`src/rtl/utt_pkg.sv`:
```
// Package for the unit-step-toward-target block: configuration constants,
// register indexes and default parameter values. No dependencies.
`default_nettype none
package utt_pkg;
  localparam int DEF_COORD_WIDTH = 24;
  localparam int DEF_FRAC_BITS   = 8;
  localparam int MIN_DIST_WIDTH  = 23;
  localparam logic [MIN_DIST_WIDTH-1:0] MIN_DIST_RESET = 23'd128;
  localparam int CFG_DATA_WIDTH  = 32;
  localparam int CFG_ADDR_WIDTH  = 3;
  // Register index is the byte address divided by four.
  localparam logic REG_MIN_DISTANCE = 1'b0;
endpackage
`default_nettype wire

```
`src/rtl/utt_merge.sv`:
```
// Merging stage: compares both lane lengths with the threshold, applies the
// signed steps with saturation and registers the result word. Uses utt_pkg.
`default_nettype none
module utt_merge import utt_pkg::*; #(
  parameter int CW = DEF_COORD_WIDTH,
  parameter int F  = DEF_FRAC_BITS
) (
  input  wire logic                      clk,
  input  wire logic                      en,
  input  wire logic [MIN_DIST_WIDTH-1:0] min_dist,
  input  wire logic [CW-1:0]             hpx,
  input  wire logic [CW-1:0]             hpy,
  input  wire logic [CW+1:0]             hlen,
  input  wire logic [F:0]                hqx,
  input  wire logic [F:0]                hqy,
  input  wire logic                      hnx,
  input  wire logic                      hny,
  input  wire logic [CW-1:0]             bpx,
  input  wire logic [CW-1:0]             bpy,
  input  wire logic [CW+1:0]             blen,
  input  wire logic [F:0]                bqx,
  input  wire logic [F:0]                bqy,
  input  wire logic                      bnx,
  input  wire logic                      bny,
  output logic [CW-1:0]                  nhx_r,
  output logic [CW-1:0]                  nhy_r,
  output logic [CW-1:0]                  nbx_r,
  output logic [CW-1:0]                  nby_r,
  output logic                           moved_r
);
  localparam int R  = CW + 2;
  localparam int CM = (R > MIN_DIST_WIDTH) ? R : MIN_DIST_WIDTH;

  logic go;

  function automatic logic [CW-1:0] step_sat(input logic [CW-1:0] p,
                                             input logic [F:0] q,
                                             input logic neg);
    logic [CW+1:0] st, sm;
    st = (CW+2)'(q);
    if (neg) st = ~st + 1'b1;
    sm = {{2{p[CW-1]}}, p} + st;
    // The top three bits must agree for the sum to fit the coordinate range.
    if (sm[CW+1:CW-1] == 3'b000 || sm[CW+1:CW-1] == 3'b111) begin
      return sm[CW-1:0];
    end else if (sm[CW+1]) begin
      return {1'b1, {(CW-1){1'b0}}};
    end else begin
      return {1'b0, {(CW-1){1'b1}}};
    end
  endfunction

  assign go = (CM'(hlen) > CM'(min_dist)) && (CM'(blen) > CM'(min_dist));

  always_ff @(posedge clk) begin
    if (en) begin
      moved_r <= go;
      nhx_r   <= go ? step_sat(hpx, hqx, hnx) : hpx;
      nhy_r   <= go ? step_sat(hpy, hqy, hny) : hpy;
      nbx_r   <= go ? step_sat(bpx, bqx, bnx) : bpx;
      nby_r   <= go ? step_sat(bpy, bqy, bny) : bpy;
    end
  end
endmodule
`default_nettype wire

```
`config.mk`:
```
export PLATFORM = sky130hd
export DESIGN_NAME = utt_merge
export DESIGN_NICKNAME = d
export VERILOG_FILES = /design/src/rtl/utt_pkg.sv /design/src/rtl/utt_merge.sv
export SDC_FILE = /design/constraint.sdc
export NUM_CORES = 1
export LEC_CHECK = 0
export ABC_CLOCK_PERIOD_IN_PS = 8200
export BUFFER_PORTS_ARGS = -buffer_cell sky130_fd_sc_hd__buf_2
export CAP_MARGIN = 0
export CORE_UTILIZATION = 60
export DETAILED_ROUTE_END_ITERATION = 6
export PLACE_DENSITY_LB_ADDON = 0.15
export SLEW_MARGIN = 0
export SYNTH_ARGS = -nofsm -noshare
export SYNTH_HDL_FRONTEND = slang
export SYNTH_SLANG_ARGS = --single-unit
```
`constraint.sdc`:
```
create_clock -name clk -period 8.2 [get_ports clk]
set_input_delay 0.82 -clock clk [delete_from_list [all_inputs] [get_ports clk]]
set_output_delay 0.82 -clock clk [all_outputs]
set_load 0.02 [all_outputs]
```
---- Word-level counts from Yosys, hierarchy flattened ----
Cells that the tools add are included.
word-level totals
  flip-flop bits (word level) ............. 97
  input port bits ......................... 213
cells by class
  $add $sub $neg .......................... 8
  order comparisons ....................... 2
  equality and inequality tests ........... 4
  multiplexer cells ....................... 20
  bitwise logic cells ..................... 4
  reductions and logical operators ........ 9
operators by type and width
  cell                   count
  $mux 24                12
  $mux 26                8
  $add 26x1->26 const B  4
  $add 26x26->26         4
  $not 9->26             4
  $gt 26x23->1           2
  $eq 3x3->1 const B     4
  $logic_not 3->1        4
  $logic_or 1x1->1       4
  $logic_and 1x1->1      1

---- Depth between registers and ports, before layout ----
  depth in word-level cells ............... 9
  gate-level depth with buffers ........... 18
  gate-level depth less buffers ........... 17

---- Least setup slack after synthesis ----
OpenSTA, ideal clock, no wires.
  kind .................................... input -> register
  start point ............................. input bqy[5]
  end point ............................... register nby_r[12] (data pin)
  library setup time ...................... 0.261 ns
  arrival ................................. 4.612 ns
  data required time ...................... 7.939 ns
  setup slack ............................. 3.327 ns
  stages on the path ...................... 17
  buffers on the path ..................... 2
  cell sequence ........................... or4_4 > buf_6 > nor4_1 > ha_1 > nand2_1 > o21ai_0 > ha_1 > a21oi_1 > o21bai_1 > a31oi_1 > or3_1 > o21ai_1 > o41ai_1 > xor2_1 > o31ai_4 > buf_6 > a221o_1
on the way
  cells in the longest elaborated chain, start to end .. 9
RTL lines
  element                                        line             source
  from (decl)                                    utt_merge.sv:22  input wire logic [F:0] bqy,
  $not 9->26                                     utt_merge.sv:41  if (neg) st = ~st + 1'b1;
  $add 26x1->26                                  utt_merge.sv:41
  $mux 26 *                                      utt_merge.sv:41
  $mux 26 *                                      utt_merge.sv:56  if (en) begin
  $add 26x26->26 *                               utt_merge.sv:42  sm = {{2{p[CW-1]}}, p} + st;
  $eq 3x3->1 or $logic_not 3->1 (tied branches)  utt_merge.sv:44  if (sm[CW+1:CW-1] == 3'b000 || sm[CW+1:CW-1] == 3'b111) begin
  $logic_or 1x1->1                               utt_merge.sv:44
  $mux 24 *                                      utt_merge.sv:44
  $mux 24 *                                      utt_merge.sv:61  nby_r <= go ? step_sat(bpy, bqy, bny) : bpy;
  to (signal assigned)                           utt_merge.sv:61
  to (decl)                                      utt_merge.sv:28  output logic [CW-1:0] nby_r,
Every way passes the cells marked *; elsewhere a longest branch is shown, timed or not. The select of a mux whose other input is x is not followed.
A chain may end at the register's enable or synchronous reset.

---- Worst setup path in the final report ----
  start point ............................. input hqx[5]
  end point ............................... register nhx_r[20] (data pin)
on the way
  cells in the longest elaborated chain, start to end .. 9
RTL lines
  element                                        line             source
  from (decl)                                    utt_merge.sv:14  input wire logic [F:0] hqx,
  $not 9->26                                     utt_merge.sv:41
  $add 26x1->26                                  utt_merge.sv:41
  $mux 26 *                                      utt_merge.sv:41
  $mux 26 *                                      utt_merge.sv:56
  $add 26x26->26 *                               utt_merge.sv:42
  $eq 3x3->1 or $logic_not 3->1 (tied branches)  utt_merge.sv:44
  $logic_or 1x1->1                               utt_merge.sv:44
  $mux 24 *                                      utt_merge.sv:44
  $mux 24 *                                      utt_merge.sv:58  nhx_r <= go ? step_sat(hpx, hqx, hnx) : hpx;
  to (signal assigned)                           utt_merge.sv:58
  to (decl)                                      utt_merge.sv:25  output logic [CW-1:0] nhx_r,
Marked as above.

==> out/metrics.csv <==
metric,value,unit
via count,12000,
"Setup Fix Bufs, Post-CTS",0,
GRT Overall Usage,32.9,%
failing checks,design-rule violations,
first-pass GRT wire length,53100,um
I/O pin cnt,310,
clk sinks,97,
core area,0.0195,mm2
Pint,1.45,mW
max_cap viols,0,
total negative slack,0,ps
post-synthesis area per instance,8.65,um2
sequential power share,30.3,%
CP Depth,17,
starting density of the core,61.1,%
crit path launch,hqx[5],
nets@finish,2011,
ys async rst share,0,%
Logic pwr share,53.3,%
RSZ-0062 raised after global routing,no,
hold slack,757,ps
CP arrival,5410,ps
pin count of the biggest net entering global routing,85,
DRC,1,
I/O Buffers,309,
GP Congestion,1.00,
Max IR drop VDD,0.000105,V
vias in the first global route,11000,
total gr overflow,0,
Fmax,193,MHz
Ys Warns,0,
Post-Route WL,34200,um
First-pass DRT Iterations,7,
synthesized flop and latch total,97,
"EDFF count, synth",97,
critical path type,in2reg,
Hold WC Path Type,in2reg,
status,finished with violations,
CP Capture Type,flop,
register area share after synthesis,24.5,%
cts repair resizes,0,
H-tree level count,3,
Syn Std Cell Area,0.0119,mm2
Slew @ Worst Pin,870,ps
"Hold Vio Cnt, Final",0,
Die X,143,um
Final Max Tran Viols,0,
Worst Setup Start Kind,input pin,
P_leak,6.20,nW
critical-path cell list,buf_2 -> or4_1 -> or2_2 -> nor2_1 -> ha_1 -> nand2_1 -> o21ai_0 -> ha_1 -> a21oi_1 -> o221ai_1 -> nor2_1 -> o41ai_1 -> or4_1 -> nand3_1 -> a211oi_2 -> and2_1 -> a221o_1,
PD cells,179,mW/mm2
critical path's slowest cell,and2_1,
die area,0.0204,mm2
Top delay family on crit path,simple AND/OR/NAND/NOR gates,
Slew HR,42.0,%
CP bufs+invs,1,
Antenna Nets Post-Route,0,
crit path max fanout,21,
WP data required,8420,ps
P&R area growth vs syn,16.3,%
CTS root buffer,clkbuf_16,
Final setup viols,0,
Post-Syn Nets,1746,
Worst-path clk slew,80,ps
Critical Path Max Stage Delay,750,ps
hold_buf cts,0,
Synth Instances,1375,
Post-synth top flop,edfxtp_1,
Unique masters post-synth,78,
Tmin final,5190,ps
Vias/cell,6.29,
switching share of total power,41.7,%
P_sw,1.03,mW
total CTS buffers,9,
Avg WL per Cell,17.9,um
Worst setup endpoint,nhx_r[20],
layout cells sized above 1,21.5,%
Post-DP HPWL,27400,um
Clock power frac,16.4,%
CTS tree,built,
drt initial violations,768,
Final Cycle Share,63.3,%
worst-case clock buffer depth,2,
Die Y,143,um
site row count,51,
initial antenna violation count,3,
worst min-delay path, cell delays in order:
cell     delay [ps]
buf_2            90
nand2_1          40
o31ai_1          50
cells in the mapped netlist, types with 4 or more instances:
library cell / count / area, um2
and4_1: 6 / 52.6
buf_2: 8 / 40.0
xnor2_1: 87 / 762
and2_1: 8 / 50.1
fa_1: 4 / 80.1
nor2b_1: 13 / 81.3
or3_1: 6 / 37.5
o31a_1: 5 / 43.8
o21bai_1: 18 / 135
a211oi_1: 19 / 143
o41ai_1: 8 / 70.1
clkbuf_1: 46 / 173
o2111ai_1: 5 / 43.8
ha_1: 154 / 1930
inv_1: 63 / 236
a21boi_0: 13 / 97.6
o221ai_1: 5 / 43.8
or4_1: 4 / 30.0
and3_1: 10 / 62.6
a221o_1: 61 / 611
nor3_1: 17 / 85.1
o21a_1: 8 / 60.1
o211ai_1: 9 / 67.6
xor2_1: 25 / 219
nand3_1: 34 / 170
a221oi_1: 7 / 61.3
a21oi_1: 121 / 606
o31ai_1: 30 / 225
nand4_1: 22 / 138
or2_2: 8 / 50.1
o21ai_0: 86 / 430
a21o_1: 56 / 420
o41a_1: 12 / 135
nand3b_1: 4 / 30.0
a31oi_1: 14 / 87.6
nor3b_1: 5 / 37.5
nor2_1: 80 / 300
nand2_1: 123 / 462
edfxtp_1: 97 / 2910
nor4_1: 7 / 43.8
nand2b_1: 12 / 75.1
cell type report:
class / count / area (um2)
Antenna cell: 3 / 7.51
Clock buffer: 9 / 225
Clock inverter: 6 / 43.8
Fill cell: 1595 / 5630
Inverter: 64 / 240
Multi-Input combinational cell: 1154 / 8480
Sequential cell: 97 / 2910
Tap cell: 265 / 332
Timing Repair Buffer: 314 / 1590
routing by layer:
| metal | global-route usage, % | up-vias | wire [um] |
|---|---|---|---|
| met1 | 42.4 | 5610 | 14700 |
| li1 | - | 5864 | - |
| met2 | 55.8 | 488 | 16000 |
| met4 | 11.7 | 4 | 853 |
| met3 | 4.83 | 63 | 2530 |
| met5 | 0 | - | 27 |
worst min-delay path by stage:
stage               startpoint   endpoint  cells past startpoint
global route           bpx[16]  nbx_r[16]                      3
CTS                     bpx[0]   nbx_r[0]                      3
detailed placement      bpx[0]   nbx_r[0]                      3
finish                  bpx[5]   nbx_r[5]                      3
floorplan                   en    moved_r                      0
global placement        hpx[0]   nhx_r[0]                      3
power by group through the flow:
stage                     Combinational (mW)  Sequential, mW  Clock, mW
after floorplan                        0.779           0.917          0
after global placement                  1.28           0.760          0
after detailed placement                1.30           0.759          0
after CTS                               1.31           0.751      0.410
after global routing                    1.44           0.762      0.424
final                                   1.32           0.751      0.407
layout by cell type (no fill, tap or decap), drive strengths merged, types with 18 or more instances in the layout:
| cell type | Yosys | layout |
|---|---|---|
| buf | 13 | 314 |
| ha | 154 | 154 |
| nand2 | 124 | 124 |
| a21oi | 122 | 122 |
| edfxtp | 97 | 97 |
| xnor2 | 88 | 88 |
| o21ai | 87 | 87 |
| nor2 | 80 | 80 |
| inv | 63 | 64 |
| a221o | 61 | 61 |
| a21o | 56 | 56 |
| nand3 | 34 | 34 |
| o31ai | 31 | 31 |
| xor2 | 26 | 26 |
| nand4 | 22 | 22 |
| a211oi | 20 | 20 |
| o21bai | 18 | 18 |
| nor3 | 18 | 18 |
registers in the layout (all words and copies together) (netlist names):
| name | cells |
|---|---|
| moved_r | 1 |
| nbx_r | 24 |
| nby_r | 24 |
| nhx_r | 24 |
| nhy_r | 24 |
per-stage QoR:
stage	total power, mW	util [%]	cell area, um2	instances	setup WS [ps]
4_1_cts	2.47	71.0	13800	1909	3120
6_report	2.48	71.1	13800	1912	3010
3_5_place_dp	2.06	69.6	13600	1894	2770
2_1_floorplan	1.70	-	11900	1375	3330
3_3_place_gp	2.04	69.6	13600	1894	2920
5_1_grt	2.63	71.0	13800	1909	2700
logic make-up (layout without fill, tap and decap cells):
kind of cell	after synthesis	after routing	share of synthesized area [%]
AO/OA/AOI/OAI	514	514	30.7
AND/OR/NAND/NOR	366	366	14.9
adder cells (fa/ha/maj)	158	158	16.9
buffers and inverters	124	393	4.22
XOR/XNOR	114	114	8.62
flip-flops	97	97	24.5
multiplexers	2	2	0.179
other	0	3	0
No activity file was read; power rests on OpenSTA's default activity.
